===== config.mk =====
export PLATFORM = sky130hd
export DESIGN_NAME = angle_frame_parser
export DESIGN_NICKNAME = d
export VERILOG_FILES = /design/src/rtl/core/afp_pkg.sv /design/src/rtl/core/afp_scale.sv /design/src/rtl/core/afp_hunt.sv /design/src/rtl/core/angle_frame_parser.sv
export SDC_FILE = /design/constraint.sdc
export NUM_CORES = 1
export LEC_CHECK = 0
export BUFFER_PORTS_ARGS = -buffer_cell sky130_fd_sc_hd__buf_2
export CAP_MARGIN = 30
export CORE_MARGIN = 2
export CORE_UTILIZATION = 40
export DETAILED_ROUTE_END_ITERATION = 7
export HOLD_SLACK_MARGIN = 0.08
export MAX_ROUTING_LAYER = met4
export PLACE_DENSITY = 0.62
export SKIP_CTS_REPAIR_TIMING = 1
export SYNTH_ARGS = -nofsm -noshare
export SYNTH_HDL_FRONTEND = slang
export SYNTH_SLANG_ARGS = --single-unit

===== constraint.sdc =====
create_clock -name clk_i -period 19.4 [get_ports clk_i]
set_input_delay 1.94 -clock clk_i [delete_from_list [all_inputs] [get_ports clk_i]]
set_output_delay 1.94 -clock clk_i [all_outputs]
set_load 0.02 [all_outputs]

===== src/rtl/core/afp_pkg.sv =====
package afp_pkg;

  localparam logic [7:0] HdrByte = 8'h55;
  localparam logic [7:0] FrameTypeReset = 8'h53;

  localparam int unsigned NumData = 6;
  localparam int unsigned PosWidth = 4;

  localparam logic [PosWidth-1:0] PosHeader = 4'd0;
  localparam logic [PosWidth-1:0] PosType = 4'd1;
  localparam logic [PosWidth-1:0] PosFirstData = 4'd2;
  localparam logic [PosWidth-1:0] PosLastStored = 4'd7;
  localparam logic [PosWidth-1:0] PosSum = 4'd10;

  localparam logic signed [15:0] AngleMin = -16'sd23040;
  localparam logic signed [15:0] AngleMax = 16'sd23039;

  typedef logic [NumData-1:0][7:0] data_t;

  typedef struct packed {
    logic                frame_ok;
    logic [PosWidth-1:0] pos;
  } hunt_status_t;

endpackage


===== src/rtl/core/afp_scale.sv =====
module afp_scale (
  input  logic [7:0]         lo_i,
  input  logic [7:0]         hi_i,
  output logic signed [15:0] angle_o
);

  logic signed [15:0] raw;
  logic signed [21:0] prod;
  logic signed [21:0] prod_adj;
  logic signed [21:0] quot;

  // The raw value times 45/64, rounded toward zero by biasing negative products.
  assign raw      = $signed({hi_i, lo_i});
  assign prod     = $signed({{6{raw[15]}}, raw}) * 22'sd45;
  assign prod_adj = prod + $signed({16'd0, {6{prod[21]}}});
  assign quot     = prod_adj >>> 6;
  assign angle_o  = quot[15:0];

endmodule


===== src/rtl/core/afp_hunt.sv =====
module afp_hunt (
  input  logic                 clk_i,
  input  logic                 rst_ni,
  input  logic                 byte_valid_i,
  input  logic [7:0]           rx_byte_i,
  input  logic [7:0]           frame_type_i,
  output afp_pkg::data_t       data_o,
  output afp_pkg::hunt_status_t status_o
);

  logic [afp_pkg::PosWidth-1:0] pos_q, pos_d;
  logic [7:0]                   sum_q, sum_d;
  afp_pkg::data_t               data_q;
  logic [afp_pkg::PosWidth-1:0] pos_off;
  logic [2:0]                   wr_idx;
  logic                         wr_en;
  logic                         frame_ok;

  assign pos_off = pos_q - afp_pkg::PosFirstData;
  assign wr_idx  = pos_off[2:0];

  always_comb begin
    pos_d    = pos_q;
    sum_d    = sum_q;
    wr_en    = 1'b0;
    frame_ok = 1'b0;
    if (byte_valid_i) begin
      if (pos_q == afp_pkg::PosHeader) begin
        if (rx_byte_i == afp_pkg::HdrByte) begin
          sum_d = afp_pkg::HdrByte;
          pos_d = afp_pkg::PosType;
        end
      end else if (pos_q == afp_pkg::PosType) begin
        if (rx_byte_i == frame_type_i) begin
          sum_d = sum_q + rx_byte_i;
          pos_d = afp_pkg::PosFirstData;
        end else if (rx_byte_i == afp_pkg::HdrByte) begin
          sum_d = afp_pkg::HdrByte;
          pos_d = afp_pkg::PosType;
        end else begin
          pos_d = afp_pkg::PosHeader;
        end
      end else if (pos_q < afp_pkg::PosSum) begin
        wr_en = (pos_q <= afp_pkg::PosLastStored);
        sum_d = sum_q + rx_byte_i;
        pos_d = pos_q + 4'd1;
      end else begin
        pos_d    = afp_pkg::PosHeader;
        frame_ok = (rx_byte_i == sum_q);
      end
    end
  end

  always_ff @(posedge clk_i or negedge rst_ni) begin
    if (!rst_ni) begin
      pos_q <= afp_pkg::PosHeader;
      sum_q <= 8'd0;
    end else begin
      pos_q <= pos_d;
      sum_q <= sum_d;
    end
  end

  always_ff @(posedge clk_i) begin
    for (int i = 0; i < afp_pkg::NumData; i++) begin
      if (wr_en && (wr_idx == 3'(i))) begin
        data_q[i] <= rx_byte_i;
      end
    end
  end

  assign data_o            = data_q;
  assign status_o.frame_ok = frame_ok;
  assign status_o.pos      = pos_q;

endmodule


===== src/rtl/core/angle_frame_parser.sv =====
// Hunts a received byte stream for 11-byte angle frames: a 0x55 header, a type
// byte equal to the frame type register (0x53 after reset), eight data bytes and
// a modulo-256 sum of the first ten bytes. Each good frame gives one word of
// roll, pitch and yaw in 1/128 degree, truncated toward zero; frames with a bad
// sum are dropped without notice. One byte is taken every clock cycle, and the
// angle word is registered, appearing in the cycle after its checksum byte is
// accepted. The rate is set by the output register: a byte is refused only
// while a finished word waits in it and the consumer is not ready. Write the
// frame type only while the byte stream is idle.
module angle_frame_parser (
  input  logic               clk_i,
  input  logic               rst_ni,
  input  logic               cfg_valid_i,
  output logic               cfg_ready_o,
  input  logic [7:0]         cfg_frame_type_i,
  input  logic               in_valid_i,
  output logic               in_ready_o,
  input  logic [7:0]         rx_byte_i,
  output logic               out_valid_o,
  input  logic               out_ready_i,
  output logic signed [15:0] roll_angle_o,
  output logic signed [15:0] pitch_angle_o,
  output logic signed [15:0] yaw_angle_o
);

  logic [7:0]            frame_type_q;
  logic                  in_fire;
  afp_pkg::data_t        data;
  afp_pkg::hunt_status_t status;
  logic signed [15:0]    roll_d, pitch_d, yaw_d;
  logic signed [15:0]    roll_q, pitch_q, yaw_q;
  logic                  out_valid_q, out_valid_d;
  logic                  load;

  assign cfg_ready_o = 1'b1;

  always_ff @(posedge clk_i or negedge rst_ni) begin
    if (!rst_ni) begin
      frame_type_q <= afp_pkg::FrameTypeReset;
    end else if (cfg_valid_i) begin
      frame_type_q <= cfg_frame_type_i;
    end
  end

  assign in_ready_o = !out_valid_q || out_ready_i;
  assign in_fire    = in_valid_i && in_ready_o;

  afp_hunt u_hunt (
    .clk_i        (clk_i),
    .rst_ni       (rst_ni),
    .byte_valid_i (in_fire),
    .rx_byte_i    (rx_byte_i),
    .frame_type_i (frame_type_q),
    .data_o       (data),
    .status_o     (status)
  );

  afp_scale u_scale_roll (
    .lo_i    (data[0]),
    .hi_i    (data[1]),
    .angle_o (roll_d)
  );

  afp_scale u_scale_pitch (
    .lo_i    (data[2]),
    .hi_i    (data[3]),
    .angle_o (pitch_d)
  );

  afp_scale u_scale_yaw (
    .lo_i    (data[4]),
    .hi_i    (data[5]),
    .angle_o (yaw_d)
  );

  assign load = status.frame_ok;

  always_comb begin
    out_valid_d = out_valid_q;
    if (in_ready_o) begin
      out_valid_d = load;
    end
  end

  always_ff @(posedge clk_i or negedge rst_ni) begin
    if (!rst_ni) begin
      out_valid_q <= 1'b0;
    end else begin
      out_valid_q <= out_valid_d;
    end
  end

  always_ff @(posedge clk_i) begin
    if (load) begin
      roll_q  <= roll_d;
      pitch_q <= pitch_d;
      yaw_q   <= yaw_d;
    end
  end

  assign out_valid_o   = out_valid_q;
  assign roll_angle_o  = roll_q;
  assign pitch_angle_o = pitch_q;
  assign yaw_angle_o   = yaw_q;

  a_pos_range : assert property (@(posedge clk_i) disable iff (!rst_ni)
    status.pos <= afp_pkg::PosSum)
    else $error("frame byte position out of range");

  a_sum_restarts : assert property (@(posedge clk_i) disable iff (!rst_ni)
    in_fire && (status.pos == afp_pkg::PosSum) |=> status.pos == afp_pkg::PosHeader)
    else $error("hunt did not restart after checksum byte");

  a_result_source : assert property (@(posedge clk_i) disable iff (!rst_ni)
    $rose(out_valid_o) |-> $past(in_fire && (status.pos == afp_pkg::PosSum)))
    else $error("angle word without a checksum byte");

  a_angle_range : assert property (@(posedge clk_i) disable iff (!rst_ni)
    out_valid_o |-> (roll_q >= afp_pkg::AngleMin) && (roll_q <= afp_pkg::AngleMax) &&
                    (pitch_q >= afp_pkg::AngleMin) && (pitch_q <= afp_pkg::AngleMax) &&
                    (yaw_q >= afp_pkg::AngleMin) && (yaw_q <= afp_pkg::AngleMax))
    else $error("angle outside scaled range");

endmodule

==> metrics, run 1 <==
core area=0.0307 mm2; Post-synth top cells=251 x inv_1, 171 x ha_1, 96 x edfxtp_1, 85 x fa_1, 75 x xnor2_1; Detailed Place HPWL=20100 um; Synth area leader=edfxtp_1; cell with the most instances after synthesis=inv_1; CTS tree=done; via count=9120; Std-Cell Rows=64; Critical Path Source=u_hunt.data_o[23]$_DFFE_PP_; clk slew on worst S/H paths=0.06 ns; Ports=72; mux cell area share after synthesis=1.15%; EDFF count, synth=96; Die Area=0.0329 mm2; Cells after Synth=1281; final setup violation count=0; largest net degree at the start of global routing=33; htree depth=4; f_max=163 MHz; Chip Width=181 um; YS warnings=0; vias per inst=5.18; RSZ-0062 raised after global routing=false; vias in the first global route=9084; Tmin final=6.13 ns; synth unique cells=91; antenna violations before repair=0; Synth Area per Inst=9.81 um2; synthesized net count=1558; detailed-route wire length per cell=14.3 um; Tcrit/Tclk final=31.6%; Crit. End Element=flip-flop; Total GRT Usage=16.6%; status=complete, no violations; top fanout value on the critical path=7; Worst Tran Pin Value=0.669 ns; maximum VDD drop=76.3 uV; layout cells sized above 1=10.9%; GRT busiest layer=met2; Fillers=2924; Worst EP required=19.58 ns; grt total ovfl=0; P per Cell Area=130 mW/mm2; leakage=6.32 nW; final hold vios=0; met1 usage=21.4%; Total Neg Setup Slack=0 ns; worst min path class=reg -> reg; XOR/XNOR Fraction of Synth Area=7.54%; ANT nets after route=0; Yosys top cell area share=22.9%; Setup Skew=0.00996 ns; Final Max Tran Viols=0; Top FF cell, synth=edfxtp_1; IO Port Bufs=70; GP Congestion=0.883; clk buf depth=2; simple logic cell fraction of the synthesized area=11.7%; RR Startpoint=u_hunt.data_o[23]$_DFFE_PP_; Netlist Area Pre-Place=0.0126 mm2; startpoint types=flip-flop; asr flop ratio synth=17.9%; synth top area cells=edfxtp_1 23%, ha_1 17%, fa_1 14%; Clk Latency, worst-skew pair=0.44 ns; Worst EP arrival=6.31 ns; DRC Markers=0; CTS sink count=117; Seq cells post-synth=117; post-synthesis compound-gate area fraction=13.3%; first-pass detailed-route iteration total=6; Routed WL=25200 um; met2 Use GR=26.9%; Setup CP Type=reg -> reg; Root Driver=clkbuf_16; global-route met3 utilization=2.24%; hold path startpoint=u_hunt.sum_q[7]$_DFFE_PN0P_; MaxCap Viol Count=0; die height=181 um; Initial Util=40.9%; Seq/Total Area, Yosys=27.2%; first-pass GRT wire length=43200 um; Syn-to-layout area delta=11.0%; Layout Nets=1627; Synth Area in Adders=30.6%; cts bufs inserted=17; diode count=0; Power Total=1.82 mW; largest family of logic cells by synthesized area=adder cells; DRT iter0 DRCs=570; Slew headroom=54.9%
## power by group
group	switching, mW	internal [mW]	leakage, nW
sequential	0.0184	0.337	1.11
clock	0.131	0.216	0.294
combinational	0.658	0.457	4.92
total	0.808	1.01	6.32
## cell usage in the layout (no fill, tap or decap), drive strengths merged, types with 11 or more instances in the layout
cell,count
xnor2,75
inv,254
mux2,12
xor2,31
buf,72
nand4,17
o21ai,44
nor2,72
fa,85
edfxtp,96
a21oi,54
nand3,16
clkbuf,17
nor2b,12
nand2,63
and3,11
nor3,29
a21o,13
a31oi,13
o21a,12
dfrtp,17
ha,171
## stage by stage
| step | setup WS (ns) | hold WS (ns) | util, % | cell area [um2] | std cells |
|---|---|---|---|---|---|
| floorplan | 11.63 | 0.476 | - | 12600 | 1281 |
| global placement | 13.34 | 0.494 | 43.3 | 13300 | 1727 |
| detailed placement | 13.32 | 0.509 | 43.3 | 13300 | 1727 |
| CTS | 13.28 | 0.517 | 45.4 | 13900 | 1759 |
| finish | 13.27 | 0.523 | 45.4 | 13900 | 1759 |
| global route | 12.85 | 0.553 | 45.4 | 13900 | 1759 |
## layer usage
metal	routed length [um]	up-vias	part of all wire (%)
met5	0	-	0
met4	405	0	1.6
met3	620	27	2.5
met2	12000	142	48
met1	12100	4407	48
li1	-	4544	-
## flip-flops by register name, summed over array words and instances, names as in the netlist
name,count
u_hunt.data_o,48
pitch_angle_o,16
roll_angle_o,16
yaw_angle_o,16
frame_type_q,8
u_hunt.sum_q,8
u_hunt.pos_q,4
out_valid_o,1
## area by class of cell
| class | instances | area, um2 | area share [%] |
|---|---|---|---|
| clock buffer | 17 | 425 | 3.05 |
| clock inverter | 15 | 203 | 1.45 |
| inverter | 251 | 942 | 6.75 |
| timing repair buffer | 72 | 365 | 2.62 |
| sequential | 117 | 3410 | 24.5 |
| multi-input combinational | 891 | 8100 | 58.1 |
| tap | 396 | 495 | 3.55 |
## kinds of logic after synthesis
group	after synthesis
simple gates	279
buf+inv	273
fa+ha+maj	257
compound gates	235
flops	117
xor+xnor	106
mux	13
other cells	1
## critical path, cell delays in order, from the launching register on
cell      delay (ns)
edfxtp_1        0.47
ha_1            0.33
ha_1            0.30
fa_1            0.55
inv_1           0.05
fa_1            0.49
inv_1           0.04
ha_1            0.33
a21oi_1         0.22
nand2_1         0.14
o21a_1          0.23
a31oi_1         0.25
nand2_1         0.12
xnor2_1         0.49
ha_1            0.34
a31oi_1         0.13
nor2b_1         0.08
or4_1           0.39
mux2_2          0.30
nand2_2         0.17
nor3_1          0.10
and2_1          0.19
xor2_1          0.14
## final timing paths
| path | end | slack [ns] | cells past startpoint |
|---|---|---|---|
| setup / recovery | pitch_angle_o[8]$_DFFE_PP_ | 13.27 | 22 |
| hold / removal | u_hunt.sum_q[7]$_DFFE_PN0P_ | 0.52 | 1 |
| setup reg to reg | pitch_angle_o[8]$_DFFE_PP_ | 13.27 | 22 |
| hold reg to reg | u_hunt.sum_q[7]$_DFFE_PN0P_ | 0.52 | 1 |
| max in group asynchronous | frame_type_q[1]$_DFFE_PN1P_ | 17.57 | 1 |
| min in group asynchronous | frame_type_q[7]$_DFFE_PN0P_ | 1.48 | 1 |
No activity file was read; power rests on OpenSTA's default activity.
==> run 2, diff against run 1 <==
- PLACE_DENSITY: 0.62 -> 0.64
- clock period: 19.4 -> 5.3 ns (I/O delays scaled with it)
==> run 2 against run 1 <==
Compared with the run above:
- the run now ends with setup timing left
- final cell count increased by 12%
- via count increased by 11%
- die area unchanged
- count of clock-buffer cells in the layout increased by 5
- first-iteration DRC count increased by 31%
- worst setup slack got worse by 13 ns
- largest cell class unchanged
==> metrics, run 2 (synthesis results as in run 1) <==
Initial Util=40.9%; layout cells sized above 1=31.5%; leakage=7.46 nW; DRC Markers=0; most frequent CP cell=inv_2; Ports=72; crit-path max cell delay=0.54 ns; worst min path class=in -> async; Root Driver=clkbuf_16; IO Port Bufs=70; Tmin final=5.34 ns; CP Cell Sequence=inv_2, ha_4, inv_2, ha_4, fa_1, inv_2, fa_1, inv_2, ha_4, nand4_1, or3_4, a221oi_2, a31oi_1, nand2_1, xnor2_2, ha_1, a31oi_1, nor2b_1, or4_1, mux2_4, nand2_8, nor3_2, and2_1, xor2_1; placed cells=1895; ANT nets after route=0; Detailed Place HPWL=21800 um; post-route cell area=0.0168 mm2; Chip Width=181 um; commonest non-fill, non-tap cell in the layout=inv_1; Power Total=7.96 mW; first-pass GRT wire length=46700 um; Final Max Tran Viols=0; Routed WL=29700 um; Clk Latency, worst-skew pair=0.44 ns; vias per inst=5.12; cts bufs inserted=17; Syn-to-layout area delta=33.6%; P per Cell Area=474 mW/mm2; htree depth=4; Layout Nets=1843; f_max=187 MHz; via count=10100; slowest stage cell, crit path=fa_1; worst slack at placement=-0.141 ns; Fillers=2690; first-pass detailed-route iteration total=5; Worst EP required=5.48 ns; die height=181 um; CTS tree=done; startpoint types=flip-flop; Setup CP Type=reg -> reg; clk buf depth=2; Crit. End Element=flip-flop; Std-Cell Rows=64; Tcrit/Tclk final=101%; Crit path depth=24; failing checks=setup timing; Critical Path Source=u_hunt.data_o[30]$_DFFE_PP_; Layout Cells excl Fill=1975; max reg flops=48; Buf/Inv on CP=4; Setup Skew=0.0105 ns; cell count of the worst reg-to-reg path=24; core area=0.0307 mm2; Layout Utilization=54.6%; DRT iter0 DRCs=749; RSZ-0062 raised after global routing=true; Die Area=0.0329 mm2; Worst Slack Setup Final=-0.0403 ns; Worst EP arrival=5.52 ns; final setup violation count=2; Worst Tran Pin Value=0.765 ns; area of placed instances=0.0147 mm2; commonest non-fill, non-tap cells in the layout=232 x inv_1, 207 x buf_4, 101 x ha_1, 96 x edfxtp_1, 85 x fa_1; RR Startpoint=u_hunt.data_o[30]$_DFFE_PP_; diode count=0; maximum VDD drop=261 uV; largest net degree at the start of global routing=49; CTS sink count=117; clk slew on worst S/H paths=0.06 ns; Total Neg Setup Slack=-0.0534 ns; detailed-route wire length per cell=15.0 um; final hold vios=0; GP Congestion=0.908; grt total ovfl=0; status=complete, but fails checks; antenna violations before repair=0; family with the most delay on the worst path=adder cells; MaxCap Viol Count=0; Fin Hold WS=0.0491 ns; Slew headroom=48.5%; top fanout value on the critical path=6; Total GRT Usage=17.8%; vias in the first global route=9867
==> run 2: layout make-up <==
cell class | instances | area (um2) | share of cell area (%)
Clock buffer | 22 | 464 | 2.76
Clock inverter | 10 | 171 | 1.02
Inverter | 251 | 942 | 5.61
Timing Repair Buffer | 288 | 2030 | 12.1
Tap cell | 396 | 495 | 2.95
Multi-Input combinational cell | 891 | 9280 | 55.3
Sequential cell | 117 | 3410 | 20.3
==> run 2: worst paths after layout <==
kind,to,slack (ns)
min in group clk_i,frame_type_q[3]$_DFFE_PN0P_,0.33
worst max-delay path,pitch_angle_o[8]$_DFFE_PP_,-0.04
max in group asynchronous,frame_type_q[1]$_DFFE_PN1P_,4.90
worst min-delay path,u_hunt.sum_q[4]$_DFFE_PN0P_,0.05
worst min register to register,u_hunt.sum_q[0]$_DFFE_PN0P_,0.52
worst max register to register,pitch_angle_o[8]$_DFFE_PP_,-0.04
==> run 2: report_power, final <==
group          leakage, nW  total, mW  internal, mW  switching (mW)
sequential            1.11       1.30          1.23          0.0667
clock                0.306       1.27         0.817           0.456
combinational         6.04       5.39          2.52            2.87
total                 7.46       7.96          4.57            3.39
==> run 2: metal layers <==
layer | global-route usage, % | wire length, um | up-vias
li1 | - | - | 4979
met4 | 4.29 | 403 | 0
met1 | 22.8 | 13100 | 4865
met5 | - | 0 | -
met2 | 29.6 | 14900 | 231
met3 | 2.92 | 1220 | 29
==> run 3, diff against run 2 <==
- BUFFER_PORTS_ARGS: -buffer_cell sky130_fd_sc_hd__buf_2 -> default
- DONT_BUFFER_PORTS: default -> 1
- PLACE_DENSITY: 0.64 -> 0.62
==> run 3 against run 2 <==
Compared with the run above:
- the flow still finishes with violations (setup timing)
- worst setup slack worse by 0.030 ns
- first-iteration DRC count down 24%
- maximum frequency down 0.55%
- hold slack better by 0.14 ns
- utilization down 2.1 points
- die area unchanged
- final cell count down 4.1%
- clock skew up 0.0024 ns
- register-to-register slack worse by 0.03 ns
- sequential power about the same
- design area down 3.8%
- critical endpoint is now yaw_angle_o[5]$_DFFE_PP_
- largest cell class unchanged
==> metrics, run 3 (synthesis results as in run 1) <==
status=complete, but fails checks; failing checks=setup timing; vias in the first global route=9576; CTS sink count=117; largest net degree at the start of global routing=33; RSZ-0062 raised after global routing=true; core area=0.0307 mm2; maximum VDD drop=235 uV; clk buf depth=2; max reg flops=48; Pint=4.34 mW; DRT iter0 DRCs=571; vias per inst=5.17; htree depth=4; family with the most delay on the worst path=adder cells; Hold Path Sink=u_hunt.data_o[1]$_DFFE_PP_; Final Max Tran Viols=0; Ports=72; GRT busiest layer=met2; hold path startpoint=rx_byte_i[1]; clk slew on worst S/H paths=0.07 ns; Setup CP Type=reg -> reg; Setup Skew=0.0128 ns; antenna violations before repair=0; P_sw=3.38 mW; Sw Share=43.8%; commonest non-fill, non-tap cell in the layout=inv_1; DRC Markers=0; final hold vios=0; Layout Nets=1763; Flop pwr share=16.9%; slowest stage cell, crit path=fa_1; Syn-to-layout area delta=28.6%; MaxCap Viol Count=0; GP Congestion=0.870; detailed-route wire length per cell=15.4 um; Tmin final=5.37 ns; Worst Slack Setup Final=-0.0701 ns; final setup violation count=3; via count=9798; global-route met3 utilization=2.94%; CTS tree=done; Chip Width=181 um; combinational power share=68.7%; Std-Cell Rows=64; diode count=0; crit-path max cell delay=0.52 ns; Power Total=7.72 mW; leakage=7.11 nW; worst min path class=in -> reg; ANT nets after route=0; Total GRT Usage=17.5%; Routed WL=29100 um; cts bufs inserted=17; Total Neg Setup Slack=-0.123 ns; IO Port Bufs=0; P per Cell Area=478 mW/mm2; clock power share=14.5%; hold depth=0; Clk Latency, worst-skew pair=0.43 ns; top fanout value on the critical path=4; reg2reg setup slack=-0.07 ns; Buf/Inv on CP=3; die height=181 um; CP Cell Sequence=ha_1, ha_1, fa_1, inv_2, fa_1, inv_2, ha_4, o21a_1, o31a_4, o21ba_4, a41oi_4, a311o_1, or2_4, ha_4, o21a_1, o31ai_2, nand2_1, buf_6, o21ai_2, nor4_2, o21ai_1, nand3_1, nand3_2, xnor2_2; Worst EP arrival=5.54 ns; Root Driver=clkbuf_16; met1 usage=22.9%; f_max=186 MHz; Detailed Place HPWL=22000 um; first-pass detailed-route iteration total=6; cell count of the worst reg-to-reg path=24; met2 Use GR=28.2%; worst slack at placement=-0.187 ns; commonest non-fill, non-tap cells in the layout=242 x inv_1, 196 x buf_4, 113 x ha_1, 96 x edfxtp_1, 85 x fa_1; Layout Utilization=52.5%; layout cells sized above 1=26.5%; Worst R2R End=yaw_angle_o[5]$_DFFE_PP_; Die Area=0.0329 mm2; RR Startpoint=u_hunt.data_o[37]$_DFFE_PP_; grt total ovfl=0; Slew headroom=49.3%; Crit. End Element=flip-flop; Initial Util=40.9%; startpoint types=flip-flop; Tcrit/Tclk final=101%; Fin Hold WS=0.184 ns; Worst Tran Pin Value=0.753 ns; first-pass GRT wire length=45700 um; Worst EP required=5.47 ns
[run 3: changes by cell type in the layout (fill, tap and decap cells not counted), sizes merged]
cell	delta
clkinv	-1
bufinv	-3
clkbuf	-3
clkinvlp	+4
inv	+3
dlygate4sd3	+1
buf	-81
[run 3: worst max-delay path by stage]
stage	from	endpoint	slack, ns	cells after the start
final	u_hunt.data_o[37]$_DFFE_PP_	yaw_angle_o[5]$_DFFE_PP_	-0.07	24
after global routing	u_hunt.data_o[37]$_DFFE_PP_	yaw_angle_o[5]$_DFFE_PP_	-0.28	24
after CTS	u_hunt.data_o[43]$_DFFE_PP_	yaw_angle_o[14]$_DFFE_PP_	-0.22	21
after detailed placement	u_hunt.data_o[43]$_DFFE_PP_	yaw_angle_o[14]$_DFFE_PP_	-0.19	21
after global placement	u_hunt.data_o[44]$_DFFE_PP_	yaw_angle_o[15]$_DFFE_PP_	-0.09	21
after floorplan	u_hunt.data_o[23]$_DFFE_PP_	pitch_angle_o[8]$_DFFE_PP_	0.005	22
[run 3: layout make-up]
cell class / count / area (um2)
Multi-Input combinational cell: 891 / 9140
Fill cell: 2702 / 14600
Clock buffer: 19 / 433
Timing Repair Buffer: 208 / 1610
Tap cell: 396 / 495
Inverter: 251 / 942
Sequential cell: 117 / 3410
Clock inverter: 13 / 121
[run 3: layer usage]
layer | routed length, um | vias up
li1 | - | 4831
met1 | 13400 | 4746
met2 | 14200 | 187
met3 | 1060 | 34
met4 | 423 | 0
met5 | 0 | -
[run 3: through the flow]
stage               area, um2  std cells
CTS                     14900       1849
finish                  16200       1895
global route            16200       1895
detailed placement      14300       1817
global placement        14300       1817
floorplan               12700       1281
[run 3: power groups by stage]
stage	Combinational [mW]	Clock, mW	Sequential, mW
2_1_floorplan	3.42	0	1.30
3_5_place_dp	4.74	0	1.31
3_3_place_gp	4.64	0	1.31
4_1_cts	4.76	1.14	1.30
6_report	5.30	1.12	1.30
5_1_grt	5.90	1.19	1.31
[run 3: worst reg2reg max path, cell delays in order (launching register included)]
cell      delay [ns]
edfxtp_1        0.49
ha_1            0.34
ha_1            0.30
fa_1            0.52
inv_2           0.04
fa_1            0.49
inv_2           0.05
ha_4            0.26
o21a_1          0.12
o31a_4          0.15
o21ba_4         0.17
a41oi_4         0.14
a311o_1         0.37
or2_4           0.26
ha_4            0.26
o21a_1          0.14
o31ai_2         0.08
nand2_1         0.10
buf_6           0.11
o21ai_2         0.05
nor4_2          0.24
o21ai_1         0.09
nand3_1         0.10
nand3_2         0.09
xnor2_2         0.16
